--- src/rtl/core/tbr_pkg.sv ---
`default_nettype none
// ----------------------------------------------------------------------------
// tbr_pkg
// Shared codes and controller/datapath interface types for the triangle
// bounding-box rasterizer.
// ----------------------------------------------------------------------------
package tbr_pkg;

    // func field codes
    localparam logic FUNC_LOAD = 1'b0;
    localparam logic FUNC_STEP = 1'b1;

    // setup product select / accumulate codes
    typedef logic [2:0] tbr_sel_t;

    localparam tbr_sel_t SEL_AREA_ADD = 3'd0;  // (bx-ax)*(cy-ay) into area
    localparam tbr_sel_t SEL_AREA_SUB = 3'd1;  // (by-ay)*(cx-ax) out of area
    localparam tbr_sel_t SEL_KN_X     = 3'd2;  // (cy-ay)*(x0-ax) into k edge
    localparam tbr_sel_t SEL_KN_Y     = 3'd3;  // (ax-cx)*(y0-ay) into k edge
    localparam tbr_sel_t SEL_LN_X     = 3'd4;  // (ay-by)*(x0-ax) into l edge
    localparam tbr_sel_t SEL_LN_Y     = 3'd5;  // (bx-ax)*(y0-ay) into l edge
    localparam tbr_sel_t SEL_DRAIN    = 3'd6;  // last count: drain only

    typedef struct packed {
        logic     load;     // latch vertices and colour
        logic     box;      // bounding box, differences, clear accumulators
        logic     mul_en;   // issue one setup product
        logic     acc_en;   // accumulate the previous product
        tbr_sel_t mul_sel;
        tbr_sel_t acc_sel;
        logic     fin;      // finish setup, prime the walk
        logic     step;     // test current point, emit it, advance
    } dp_cmd_t;

    typedef struct packed {
        logic out_free;     // result register can take a new point
        logic last_pt;      // current point is the final one of the box
        logic empty;        // no integer column in the box
    } dp_sts_t;

endpackage
`default_nettype wire

--- src/rtl/core/tbr_ctrl.sv ---
`default_nettype none
// ----------------------------------------------------------------------------
// tbr_ctrl
// Sequencer: input handshake, triangle setup steps and the scan walk state.
// ----------------------------------------------------------------------------
module tbr_ctrl
(
    input  wire logic             clk,
    input  wire logic             rst_n,
    input  wire logic             item_valid,
    output logic                  item_ready,
    input  wire logic             func,
    output tbr_pkg::dp_cmd_t      cmd,
    input  wire tbr_pkg::dp_sts_t sts
);
    import tbr_pkg::*;

    localparam logic [2:0] ST_IDLE = 3'd0;
    localparam logic [2:0] ST_BOX  = 3'd1;
    localparam logic [2:0] ST_MUL  = 3'd2;
    localparam logic [2:0] ST_FIN  = 3'd3;
    localparam logic [2:0] ST_RUN  = 3'd4;

    logic [2:0] state_reg, state_next;
    tbr_sel_t   cnt_reg, cnt_next;
    logic       accept;

    assign item_ready = ((state_reg == ST_IDLE) || (state_reg == ST_RUN)) && sts.out_free;
    assign accept     = item_valid && item_ready;

    always_comb
    begin
        cmd         = '0;
        cmd.load    = accept && (func == FUNC_LOAD);
        cmd.step    = accept && (func == FUNC_STEP) && (state_reg == ST_RUN);
        cmd.box     = (state_reg == ST_BOX);
        cmd.mul_en  = (state_reg == ST_MUL) && (cnt_reg != SEL_DRAIN);
        cmd.acc_en  = (state_reg == ST_MUL) && (cnt_reg != SEL_AREA_ADD);
        cmd.mul_sel = cnt_reg;
        cmd.acc_sel = cnt_reg - 3'd1;
        cmd.fin     = (state_reg == ST_FIN);
    end

    always_comb
    begin
        state_next = state_reg;
        cnt_next   = cnt_reg;
        case (state_reg)
            ST_IDLE:
            begin
                if (cmd.load)
                    state_next = ST_BOX;
            end
            ST_RUN:
            begin
                if (cmd.load)
                    state_next = ST_BOX;
                else if (cmd.step && sts.last_pt)
                    state_next = ST_IDLE;
            end
            ST_BOX:
            begin
                state_next = ST_MUL;
                cnt_next   = SEL_AREA_ADD;
            end
            ST_MUL:
            begin
                if (cnt_reg == SEL_DRAIN)
                    state_next = ST_FIN;
                else
                    cnt_next = cnt_reg + 3'd1;
            end
            ST_FIN:
            begin
                state_next = sts.empty ? ST_IDLE : ST_RUN;
            end
            default:
            begin
                state_next = ST_IDLE;
            end
        endcase
    end

    always_ff @(posedge clk or negedge rst_n)
    begin
        if (!rst_n)
        begin
            state_reg <= ST_IDLE;
            cnt_reg   <= SEL_AREA_ADD;
        end
        else
        begin
            state_reg <= state_next;
            cnt_reg   <= cnt_next;
        end
    end

    // final point of the box ends the walk
    a_last_ends: assert property (@(posedge clk) disable iff (!rst_n)
        (cmd.step && sts.last_pt && !cmd.load) |=> (state_reg == ST_IDLE))
        else $error("walk did not end after last point");

    // a load shuts the input until setup is done
    a_load_blocks: assert property (@(posedge clk) disable iff (!rst_n)
        cmd.load |=> (!item_ready && (state_reg == ST_BOX)))
        else $error("input open during setup");

    // setup count never runs past the drain slot
    a_cnt_range: assert property (@(posedge clk) disable iff (!rst_n)
        (state_reg == ST_MUL) |-> (cnt_reg <= SEL_DRAIN))
        else $error("setup count out of range");

    // steps only emit while a triangle is active
    a_step_run: assert property (@(posedge clk) disable iff (!rst_n)
        cmd.step |-> ((state_reg == ST_RUN) && !cmd.load))
        else $error("step emitted outside walk");

endmodule
`default_nettype wire

--- src/rtl/core/tbr_datapath.sv ---
`default_nettype none
// ----------------------------------------------------------------------------
// tbr_datapath
// Vertex store, setup multiplier and accumulators, incremental edge walk
// and result register.
// ----------------------------------------------------------------------------
module tbr_datapath
#(
    parameter int COORD_WIDTH = 16,
    parameter int FRAC_BITS   = 4
)
(
    input  wire logic                          clk,
    input  wire logic                          rst_n,
    input  wire tbr_pkg::dp_cmd_t              cmd,
    output tbr_pkg::dp_sts_t                   sts,
    input  wire logic signed [COORD_WIDTH-1:0] ax,
    input  wire logic signed [COORD_WIDTH-1:0] ay,
    input  wire logic signed [COORD_WIDTH-1:0] bx,
    input  wire logic signed [COORD_WIDTH-1:0] by,
    input  wire logic signed [COORD_WIDTH-1:0] cx,
    input  wire logic signed [COORD_WIDTH-1:0] cy,
    input  wire logic        [31:0]            paint,
    output logic                               result_valid,
    input  wire logic                          result_ready,
    output logic signed [11:0]                 pix_x,
    output logic signed [11:0]                 pix_y,
    output logic                               covered,
    output logic        [31:0]                 shade,
    output logic                               last
);
    import tbr_pkg::*;

    localparam int W  = COORD_WIDTH;
    localparam int F  = FRAC_BITS;
    localparam int PW = 2 * W + 2;   // setup product
    localparam int EW = 2 * W + 4;   // edge values and area
    localparam logic [W-1:0] FMASK = W'((1 << F) - 1);

    function automatic logic signed [W-1:0] min3(input logic signed [W-1:0] a,
                                                 input logic signed [W-1:0] b,
                                                 input logic signed [W-1:0] c);
        logic signed [W-1:0] m;
        m = (a < b) ? a : b;
        return (m < c) ? m : c;
    endfunction

    function automatic logic signed [W-1:0] max3(input logic signed [W-1:0] a,
                                                 input logic signed [W-1:0] b,
                                                 input logic signed [W-1:0] c);
        logic signed [W-1:0] m;
        m = (a > b) ? a : b;
        return (m > c) ? m : c;
    endfunction

    // divide by one pixel, rounding toward zero
    function automatic logic signed [W-1:0] trunc_px(input logic signed [W-1:0] v);
        logic signed [W-1:0] q;
        q = v >>> F;
        if (v[W-1] && (|(v & FMASK)))
            q = q + W'(1);
        return q;
    endfunction

    // vertex store
    logic signed [W-1:0] ax_reg, ay_reg, bx_reg, by_reg, cx_reg, cy_reg;
    logic        [31:0]  fill_reg;

    // box
    logic signed [W-1:0] xmin_c, ymin_c, rs_c;
    logic signed [W-1:0] row_start_reg, x0_reg, y0_reg, limit_x_reg, limit_y_reg;
    logic signed [W-1:0] scan_x_reg, scan_y_reg;

    // vertex differences
    logic signed [W:0] d_bax_reg, d_cay_reg, d_bay_reg, d_cax_reg, d_acx_reg, d_aby_reg;
    logic signed [W:0] dx0a_reg, dy0a_reg;

    // setup products
    logic signed [W:0]    mul_a, mul_b;
    logic signed [PW-1:0] prod_reg;
    logic signed [EW-1:0] prod_ext;

    // edge values
    logic signed [EW-1:0] area_reg, kn_row_reg, ln_row_reg, rn_row_reg;
    logic signed [EW-1:0] kn_reg, ln_reg, rn_reg;
    logic signed [EW-1:0] dkx_reg, dlx_reg, drx_reg, dky_reg, dly_reg, dry_reg;
    logic signed [EW-1:0] dkx_c, dlx_c, dky_c, dly_c;
    logic                 area_pos_reg, area_neg_reg;

    // walk
    logic signed [W+1:0]  sx_inc, nx_c, sy_inc;
    logic                 xend, yend, fin_pt;
    logic                 k_pos, l_pos, r_pos, k_neg, l_neg, r_neg, cov_c;
    logic signed [W+11:0] px_ext, py_ext;

    logic result_valid_reg;

    assign xmin_c = min3(ax_reg, bx_reg, cx_reg);
    assign ymin_c = min3(ay_reg, by_reg, cy_reg);
    assign rs_c   = trunc_px(xmin_c);

    assign dkx_c = EW'(d_cay_reg) <<< F;
    assign dlx_c = EW'(d_aby_reg) <<< F;
    assign dky_c = EW'(d_acx_reg) <<< F;
    assign dly_c = EW'(d_bax_reg) <<< F;

    always_ff @(posedge clk)
    begin
        if (cmd.load)
        begin
            ax_reg   <= ax;
            ay_reg   <= ay;
            bx_reg   <= bx;
            by_reg   <= by;
            cx_reg   <= cx;
            cy_reg   <= cy;
            fill_reg <= paint;
        end
    end

    // operand select for the shared setup multiplier
    always_comb
    begin
        case (cmd.mul_sel)
            SEL_AREA_ADD: begin mul_a = d_bax_reg; mul_b = d_cay_reg; end
            SEL_AREA_SUB: begin mul_a = d_bay_reg; mul_b = d_cax_reg; end
            SEL_KN_X:     begin mul_a = d_cay_reg; mul_b = dx0a_reg;  end
            SEL_KN_Y:     begin mul_a = d_acx_reg; mul_b = dy0a_reg;  end
            SEL_LN_X:     begin mul_a = d_aby_reg; mul_b = dx0a_reg;  end
            SEL_LN_Y:     begin mul_a = d_bax_reg; mul_b = dy0a_reg;  end
            default:      begin mul_a = '0;        mul_b = '0;        end
        endcase
    end

    assign prod_ext = EW'(prod_reg);

    // walk arithmetic
    assign sx_inc = (W+2)'(scan_x_reg) + (W+2)'(1);
    assign nx_c   = sx_inc <<< F;
    assign sy_inc = (W+2)'(scan_y_reg) + ((W+2)'(1) <<< F);
    assign xend   = nx_c > (W+2)'(limit_x_reg);
    assign yend   = sy_inc > (W+2)'(limit_y_reg);
    assign fin_pt = xend && yend;

    assign k_pos = !kn_reg[EW-1] && (|kn_reg);
    assign l_pos = !ln_reg[EW-1] && (|ln_reg);
    assign r_pos = !rn_reg[EW-1] && (|rn_reg);
    assign k_neg = kn_reg[EW-1];
    assign l_neg = ln_reg[EW-1];
    assign r_neg = rn_reg[EW-1];
    assign cov_c = (area_pos_reg && k_pos && l_pos && r_pos) ||
                   (area_neg_reg && k_neg && l_neg && r_neg);

    assign px_ext = (W+12)'(scan_x_reg);
    assign py_ext = (W+12)'(trunc_px(scan_y_reg));

    always_ff @(posedge clk)
    begin
        if (cmd.box)
        begin
            row_start_reg <= rs_c;
            x0_reg        <= rs_c <<< F;
            y0_reg        <= ymin_c;
            limit_x_reg   <= max3(ax_reg, bx_reg, cx_reg);
            limit_y_reg   <= max3(ay_reg, by_reg, cy_reg);
            d_bax_reg     <= (W+1)'(bx_reg) - (W+1)'(ax_reg);
            d_cay_reg     <= (W+1)'(cy_reg) - (W+1)'(ay_reg);
            d_bay_reg     <= (W+1)'(by_reg) - (W+1)'(ay_reg);
            d_cax_reg     <= (W+1)'(cx_reg) - (W+1)'(ax_reg);
            d_acx_reg     <= (W+1)'(ax_reg) - (W+1)'(cx_reg);
            d_aby_reg     <= (W+1)'(ay_reg) - (W+1)'(by_reg);
            area_reg      <= '0;
            kn_row_reg    <= '0;
            ln_row_reg    <= '0;
        end
        else if (cmd.acc_en)
        begin
            case (cmd.acc_sel)
                SEL_AREA_ADD: area_reg   <= area_reg + prod_ext;
                SEL_AREA_SUB: area_reg   <= area_reg - prod_ext;
                SEL_KN_X,
                SEL_KN_Y:     kn_row_reg <= kn_row_reg + prod_ext;
                SEL_LN_X,
                SEL_LN_Y:     ln_row_reg <= ln_row_reg + prod_ext;
                default:      area_reg   <= area_reg;
            endcase
        end
        else if (cmd.fin)
        begin
            kn_reg       <= kn_row_reg;
            ln_reg       <= ln_row_reg;
            rn_reg       <= area_reg - kn_row_reg - ln_row_reg;
            rn_row_reg   <= area_reg - kn_row_reg - ln_row_reg;
            dkx_reg      <= dkx_c;
            dlx_reg      <= dlx_c;
            dky_reg      <= dky_c;
            dly_reg      <= dly_c;
            drx_reg      <= -(dkx_c + dlx_c);
            dry_reg      <= -(dky_c + dly_c);
            area_pos_reg <= !area_reg[EW-1] && (|area_reg);
            area_neg_reg <= area_reg[EW-1];
            scan_x_reg   <= row_start_reg;
            scan_y_reg   <= y0_reg;
        end
        else if (cmd.step && !fin_pt)
        begin
            if (!xend)
            begin
                scan_x_reg <= scan_x_reg + W'(1);
                kn_reg     <= kn_reg + dkx_reg;
                ln_reg     <= ln_reg + dlx_reg;
                rn_reg     <= rn_reg + drx_reg;
            end
            else
            begin
                scan_x_reg <= row_start_reg;
                scan_y_reg <= sy_inc[W-1:0];
                kn_row_reg <= kn_row_reg + dky_reg;
                ln_row_reg <= ln_row_reg + dly_reg;
                rn_row_reg <= rn_row_reg + dry_reg;
                kn_reg     <= kn_row_reg + dky_reg;
                ln_reg     <= ln_row_reg + dly_reg;
                rn_reg     <= rn_row_reg + dry_reg;
            end
        end
    end

    // setup multiplier, one product a cycle
    always_ff @(posedge clk)
    begin
        if (cmd.mul_en)
        begin
            prod_reg <= mul_a * mul_b;
            dx0a_reg <= (W+1)'(x0_reg) - (W+1)'(ax_reg);
            dy0a_reg <= (W+1)'(y0_reg) - (W+1)'(ay_reg);
        end
    end

    // result register
    always_ff @(posedge clk)
    begin
        if (cmd.step)
        begin
            pix_x   <= px_ext[11:0];
            pix_y   <= py_ext[11:0];
            covered <= cov_c;
            shade   <= fill_reg;
            last    <= fin_pt;
        end
    end

    always_ff @(posedge clk or negedge rst_n)
    begin
        if (!rst_n)
            result_valid_reg <= 1'b0;
        else if (cmd.step)
            result_valid_reg <= 1'b1;
        else if (result_ready)
            result_valid_reg <= 1'b0;
    end

    assign result_valid = result_valid_reg;
    assign sts.out_free = !result_valid_reg || result_ready;
    assign sts.last_pt  = fin_pt;
    assign sts.empty    = x0_reg > limit_x_reg;

endmodule
`default_nettype wire

--- src/rtl/core/triangle_bbox_rasterizer.sv ---
`default_nettype none
// ----------------------------------------------------------------------------
// triangle_bbox_rasterizer
// Scans the bounding box of a fixed-point triangle and flags covered points.
// ----------------------------------------------------------------------------
// A load transfer (func = 0) takes three signed fixed-point vertices and a
// colour and occupies the block for the accept, a bounding-box step, six
// products of area and starting edge values on the single shared setup
// multiplier plus one drain, and a step that primes the walk. After that
// each step transfer (func = 1) is taken one per cycle unless the output
// stalls: the edge values are kept incrementally, so a step is only adds and
// sign tests, and the registered result stage takes a new step in the same
// cycle that the waiting point transfers out. Points run row by row from the
// fractional ymin and from xmin rounded toward zero; a point is covered when
// both edge weights and their remainder are strictly inside, tested by sign
// against twice the area, and a zero-area triangle covers nothing. The point
// flagged last ends the triangle. Steps with no active triangle are taken
// and dropped, and a load always replaces the active triangle.
// ----------------------------------------------------------------------------
module triangle_bbox_rasterizer
#(
    parameter int COORD_WIDTH = 16,
    parameter int FRAC_BITS   = 4
)
(
    input  wire logic                          clk,
    input  wire logic                          rst_n,
    input  wire logic                          item_valid,
    output logic                               item_ready,
    input  wire logic                          func,
    input  wire logic signed [COORD_WIDTH-1:0] ax,
    input  wire logic signed [COORD_WIDTH-1:0] ay,
    input  wire logic signed [COORD_WIDTH-1:0] bx,
    input  wire logic signed [COORD_WIDTH-1:0] by,
    input  wire logic signed [COORD_WIDTH-1:0] cx,
    input  wire logic signed [COORD_WIDTH-1:0] cy,
    input  wire logic        [31:0]            paint,
    output logic                               result_valid,
    input  wire logic                          result_ready,
    output logic signed [11:0]                 pix_x,
    output logic signed [11:0]                 pix_y,
    output logic                               covered,
    output logic        [31:0]                 shade,
    output logic                               last
);
    import tbr_pkg::*;

    // command and status between sequencer and datapath
    dp_cmd_t cmd;
    dp_sts_t sts;

    tbr_ctrl u_ctrl
    (
        .clk        (clk),
        .rst_n      (rst_n),
        .item_valid (item_valid),
        .item_ready (item_ready),
        .func       (func),
        .cmd        (cmd),
        .sts        (sts)
    );

    tbr_datapath
    #(
        .COORD_WIDTH (COORD_WIDTH),
        .FRAC_BITS   (FRAC_BITS)
    )
    u_datapath
    (
        .clk          (clk),
        .rst_n        (rst_n),
        .cmd          (cmd),
        .sts          (sts),
        .ax           (ax),
        .ay           (ay),
        .bx           (bx),
        .by           (by),
        .cx           (cx),
        .cy           (cy),
        .paint        (paint),
        .result_valid (result_valid),
        .result_ready (result_ready),
        .pix_x        (pix_x),
        .pix_y        (pix_y),
        .covered      (covered),
        .shade        (shade),
        .last         (last)
    );

endmodule
`default_nettype wire

--- config.mk ---
export PLATFORM = sky130hd
export DESIGN_NAME = triangle_bbox_rasterizer
export DESIGN_NICKNAME = d
export VERILOG_FILES = /design/src/rtl/core/tbr_pkg.sv /design/src/rtl/core/tbr_ctrl.sv /design/src/rtl/core/tbr_datapath.sv /design/src/rtl/core/triangle_bbox_rasterizer.sv
export SDC_FILE = /design/constraint.sdc
export NUM_CORES = 2
export LEC_CHECK = 0
export ABC_AREA = 1
export BUFFER_PORTS_ARGS = -buffer_cell sky130_fd_sc_hd__buf_2
export CORE_MARGIN = 2
export CORE_UTILIZATION = 55
export CTS_BUF_LIST = sky130_fd_sc_hd__clkbuf_4
export CTS_CLUSTER_SIZE = 24
export DETAILED_ROUTE_END_ITERATION = 10
export PLACE_DENSITY = 0.72
export SYNTH_ARGS = -nofsm -noshare
export SYNTH_HDL_FRONTEND = slang
export SYNTH_SLANG_ARGS = --single-unit
--- constraint.sdc ---
create_clock -name clk -period 14.75 [get_ports clk]
set_input_delay 1.475 -clock clk [delete_from_list [all_inputs] [get_ports clk]]
set_output_delay 1.475 -clock clk [all_outputs]
set_load 0.1 [all_outputs]
Yosys cells after proc, flatten, opt, wreduce, memory -nomap -nowiden
Cells that the tools add are included.

Register bits after elaboration: 865. Latch bits: 0. Bits in writable memories: 0. ROM bits: 0. Input bits: 133. Output and inout bits: 60. Word-level logic and storage cells: 227. Memories: 0.

Add/sub/neg operators: 31. $mul: 1. Div/mod/pow operators: 0. Order comparisons: 11. Equality and inequality tests: 23. Shift operators: 0. Multiplexer cells: 51. Bitwise logic cells: 3. Reduce and logical (&&, ||, !) cells: 61.

Operator list (count): $mux W36 (22); $mux W16 (15); $add A36 B21 Y36 (4); $reduce_or A36 Y1 (4); $sub A16 B16 Y17 (8); $add A36 B34 Y36 (3); $pmux W17 S5 (1); $gt A16 B16 Y1 (5); $add A36 B36 Y36 (2); $neg A36 Y36 (2); $pmux W36 S2 (1); $sub A36 B36 Y36 (2); $pmux W17 S4 (1); $lt A16 B16 Y1 (4); $add A21 B21 Y22 (2); $sub A36 B34 Y36 (1); $mul A17 B17 Y34 (1); $logic_and A1 B1 Y1 (22); $eq A3 B2 Y1 const B (6); $eq A3 B3 Y1 const B (6); $gt A18 B16 Y1 (1); $mux W3 (6); $add A16 B6 Y17 const B (1); $gt A17 B16 Y1 (1); 25 further kinds (60).

Longest topological paths before layout
Depth in word-level cells: 10. Depth in mapped cells: 40. Gate-level depth less buffers: 38.

By module
A second synthesis with hierarchy kept.

Cells, all modules: 8256. Area total of the unflattened synthesis: 70817.9 um2.

By module, submodules not included: tbr_datapath (times used 1, cells an instance 8199, area an instance 70373.7 um2, sequential area each 23897.9 um2); tbr_ctrl (times used 1, cells an instance 57, area an instance 444.2 um2, sequential area each 150.1 um2).

Worst setup path after synthesis
No wires, ideal clock.

Kind: input -> register. Start point: input result_ready. End point: register u_datapath.kn_reg[0], enable pin. Setup time: 0.406 ns. Arrival time: 10.041 ns. Slack: 4.302 ns. Cell stages on the path: 10. Buffers on the path: 0. Cell sequence: inv_1 nand2_1 inv_1 nor2_1 nand2_1 nor2_1 o21ai_0 nand2_1 nand2_1 inv_1.

RTL lines: from (decl) (RTL line triangle_bbox_rasterizer.sv:39) `input wire logic result_ready,`; to (signal assigned) (RTL line tbr_datapath.sv:190) `kn_reg <= kn_row_reg;`; to (signal assigned) (RTL line tbr_datapath.sv:210) `kn_reg <= kn_reg + dkx_reg;`; to (signal assigned) (RTL line tbr_datapath.sv:221) `kn_reg <= kn_row_reg + dky_reg;`; to (decl) (RTL line tbr_datapath.sv:85) `logic signed [EW-1:0] kn_reg, ln_reg, rn_reg;`.

Final worst setup path
Start point: register u_ctrl.cnt_reg[1]. End point: register u_datapath.prod_reg[33], data pin.

Longest elaborated chain between the ends: 4.

RTL lines: from (decl) (RTL line tbr_ctrl.sv:25) `tbr_sel_t cnt_reg, cnt_next;`; from (signal assigned) (RTL line tbr_ctrl.sv:94) `cnt_reg <= cnt_next;`; $eq A3 B3 Y1 (tied with other cells) (RTL line tbr_datapath.sv:124) `case (cmd.mul_sel)`; $reduce_or A2 Y1 (no line); $pmux W17 S5 / $pmux W17 S4 (equally long branches) (RTL line tbr_datapath.sv:124); $mul A17 B17 Y34 * (RTL line tbr_datapath.sv:233) `prod_reg <= mul_a * mul_b;`; to (signal assigned) (RTL line tbr_datapath.sv:233); to (decl) (RTL line tbr_datapath.sv:80) `logic signed [PW-1:0] prod_reg;`.

Every way passes the cells marked *; elsewhere a longest branch is shown, timed or not. A chain may end at the register's enable or synchronous reset.

==> results.py <==
metrics = {
    "detailed_routing": {
        "drt-initial-drc-count": 5299,
        "drc": 0,
        "routedWlPerCell_um": 21.6,
        "drt_pass1_iterations": 6,
        "vias": 59900,
        "ant_nets": 0,
        "viasPerCell": 5.78,
        "drt-total-wl_mm": 224,
    },
    "global_route": {
        "grt_pass1_vias": 59100,
        "grt_antenna_before_repair": 14,
        "gr-usage-all-layers_pct": 34.0,
        "grt_overflow": 0,
        "grt_max_degree": 135,
        "grt_pass1_wl_mm": 340,
    },
    "floorplanning": {
        "die_width_um": 362,
        "start_util_pct": 55.4,
        "io_pins": 193,
        "core_um2": 128000,
        "die_y_um": 362,
        "die-area_um2": 131000,
        "num_rows": 131,
    },
    "sta": {
        "worst_pin_slew_ns": 1.31,
        "min_period_ns": 9.06,
        "clock_skew_ns": 0.0886,
        "timing.final.hold_violations": 0,
        "maxSlewHeadroom_pct": 12.1,
        "finalSetupTns_ns": 0,
        "rsz0062_at_grt": "false",
        "final-max-slew-violation-count": 0,
        "final_min_period_over_clock_period_pct": 61.4,
        "fmax_mhz": 110,
        "finalSetupViolCount": 0,
    },
    "synthesis": {
        "synth_area_um2": 70600,
        "ys_async_sr_fraction_pct": 0.835,
        "ys_types": 70,
        "synthFlopType": "edfxtp_1",
        "syn-num-nets": 9407,
        "synth_seq_area_share_pct": 34.1,
        "avgSynthCellArea_um2": 8.57,
        "ys.warnings.count": 0,
        "synth_seq_cells": 838,
        "synthCells": 8233,
        "synth_edf_count": 723,
    },
    "layout": {
        "area_growth_pct": 8.15,
        "drive_gt1_share_pct": 8.31,
        "layout.nets": 9674,
        "fillers": 11300,
        "area.sequential_um2": 24000,
        "multi_input_area_um2": 41000,
    },
    "place": {
        "gp_congestion": 1.01,
        "portBuffers": 192,
        "hpwl_mm": 176,
    },
    "setup_path": {
        "r2r_slack_ns": 5.69,
        "critPathKind": "register to register",
        "crit_top_cell": "inv_1",
        "cpMaxStageDelayCell": "nand3_1",
        "cp.required_ns": 15.69,
        "cp_data_arrival_time_ns": 10.00,
        "r2r_cells": 35,
        "end_kind": "register",
        "crit_path_max_incr_delay_ns": 0.65,
        "rr_endpoint": "u_datapath.prod_reg[33]$_DFFE_PP_",
        "start_kind": "register",
        "timing.rr.start": "u_ctrl.cnt_reg[1]$_DFFE_PN0P_",
        "crit_fanout": 18,
    },
    "clock_tree": {
        "clk_pin_slew_worst_paths_ns": 0.08,
        "cts_buffers": 221,
        "clock_path_buffers": 3,
        "cts_tree": "done",
        "clock_sinks": 838,
        "htree_levels": 4,
        "hold_buffers": 0,
        "cts_resized": 0,
        "root_buffer": "clkbuf_4",
        "insertion_delay_ns": 1.27,
        "post-cts-setup-buffer-count": 0,
    },
    "flow_run": {
        "maxCapViolCount": 0,
    },
    "run_status": {
        "status": "finished, final reports clean",
    },
    "hold_path": {
        "worstHoldPathType": "input pin to asynchronous set/reset pin",
    },
}
## through the flow
step	setup slack [ns]	std cells	hold slack, ns	instance area, um2	util (%)
2_1_floorplan	4.30	8233	0.400	70600	-
3_3_place_gp	6.19	9939	0.401	73300	57.5
3_5_place_dp	5.88	9939	0.405	73300	57.5
4_1_cts	5.82	10300	0.0182	76300	59.9
5_1_grt	5.16	10400	0.0570	76300	59.9
6_report	5.69	10400	0.131	76300	59.9
## how the worst max path moves through the flow
stage / start / end / slack [ns] / cells past startpoint
after floorplan: result_ready / u_datapath.kn_reg[0]$_DFFE_PP_ / 4.30 / 10
after global placement: u_ctrl.cnt_reg[0]$_DFFE_PN0P_ / u_datapath.prod_reg[30]$_DFFE_PP_ / 6.19 / 34
after detailed placement: u_ctrl.cnt_reg[0]$_DFFE_PN0P_ / u_datapath.prod_reg[33]$_DFFE_PP_ / 5.88 / 35
after CTS: u_ctrl.cnt_reg[0]$_DFFE_PN0P_ / u_datapath.prod_reg[33]$_DFFE_PP_ / 5.82 / 35
after global routing: u_ctrl.cnt_reg[0]$_DFFE_PN0P_ / u_datapath.prod_reg[33]$_DFFE_PP_ / 5.16 / 35
final: u_ctrl.cnt_reg[1]$_DFFE_PN0P_ / u_datapath.prod_reg[33]$_DFFE_PP_ / 5.69 / 35
## final cells by class
cell class | instances | area share, %
Antenna cell | 9 | 0.0295
Clock buffer | 325 | 3.20
Clock inverter | 85 | 0.755
Inverter | 1294 | 6.37
Multi-Input combinational cell | 5903 | 53.7
Sequential cell | 838 | 31.5
Tap cell | 1662 | 2.72
Timing Repair Buffer | 242 | 1.77
## layer usage
metal | vias up | GRT usage (%) | routed length [um]
li1 | 28400 | - | -
met1 | 28100 | 43.3 | 90600
met2 | 2638 | 54.2 | 100000
met3 | 661 | 6.74 | 18600
met4 | 16 | 19.3 | 14300
met5 | - | 0 | 104
## cell usage after synthesis (all sizes together) (20+ instances only)
| cell | number | share of area, % |
|---|---|---|
| nor2 | 419 | 2.3 |
| a211oi | 20 | 0.21 |
| nor3 | 67 | 0.50 |
| a21boi | 51 | 0.54 |
| xor2 | 331 | 4.1 |
| o21ai | 670 | 4.8 |
| edfxtp | 723 | 31 |
| nand4 | 67 | 0.59 |
| or2 | 38 | 0.34 |
| a31oi | 59 | 0.52 |
| inv | 1286 | 6.8 |
| nor4 | 57 | 0.51 |
| o211ai | 45 | 0.48 |
| nand3 | 217 | 1.6 |
| a21oi | 756 | 5.4 |
| a21o | 35 | 0.37 |
| nand2 | 1624 | 8.7 |
| a22oi | 41 | 0.44 |
| fa | 349 | 9.9 |
| clkbuf | 174 | 0.94 |
| ha | 692 | 12 |
| o21bai | 36 | 0.38 |
| buf | 24 | 0.19 |
| o21a | 27 | 0.29 |
| a221oi | 29 | 0.36 |
| dfxtp | 108 | 3.1 |
| xnor2 | 164 | 2.0 |
## kinds of logic after synthesis
logic type / count (synthesis) / synth area share [%]
buf+inv: 1492 / 8.01
fa+ha+maj: 1041 / 22.2
flops: 838 / 34.1
xor+xnor: 495 / 6.15
simple gates: 2520 / 14.9
compound gates: 1846 / 14.7
mux: 1 / 0.0142
## critical path: cells and delay by family (launching register included)
| kind | cells | cell delay [ns] |
|---|---|---|
| adders and majority gates | 8 | 2.88 |
| AOI/OAI and AO/OA | 9 | 2.46 |
| and+or+nand+nor | 7 | 1.56 |
| buffers and inverters | 10 | 1.32 |
| DFF | 1 | 0.41 |
| xor gates and xnor gates | 1 | 0.15 |
## layout by cell type (no fill, tap or decap), types with 20 or more instances in the layout
cell type	Yosys	routed
nand2_1	1606	1604
inv_1	1276	1274
a21oi_1	755	753
edfxtp_1	723	723
ha_1	692	692
o21ai_0	596	596
nor2_1	409	404
fa_1	349	349
xor2_1	331	331
clkbuf_4	0	325
nand3_1	212	212
buf_2	8	192
xnor2_1	163	163
dfxtp_1	108	108
o21ai_1	69	69
nand4_1	67	67
nor3_1	63	59
a31oi_1	59	59
clkinv_1	8	57
nor4_1	57	57
buf_4	1	49
o211ai_1	45	45
a22oi_1	41	41
o21bai_1	36	36
a21o_1	35	35
or2_2	34	34
a221oi_1	29	29
a21boi_0	27	27
o21a_1	27	27
a21boi_1	24	24
a211oi_1	20	20
Power is left out: the tool's default activity adds up to more than one toggle a clock period on the data nets, which glitch-free logic cannot reach.
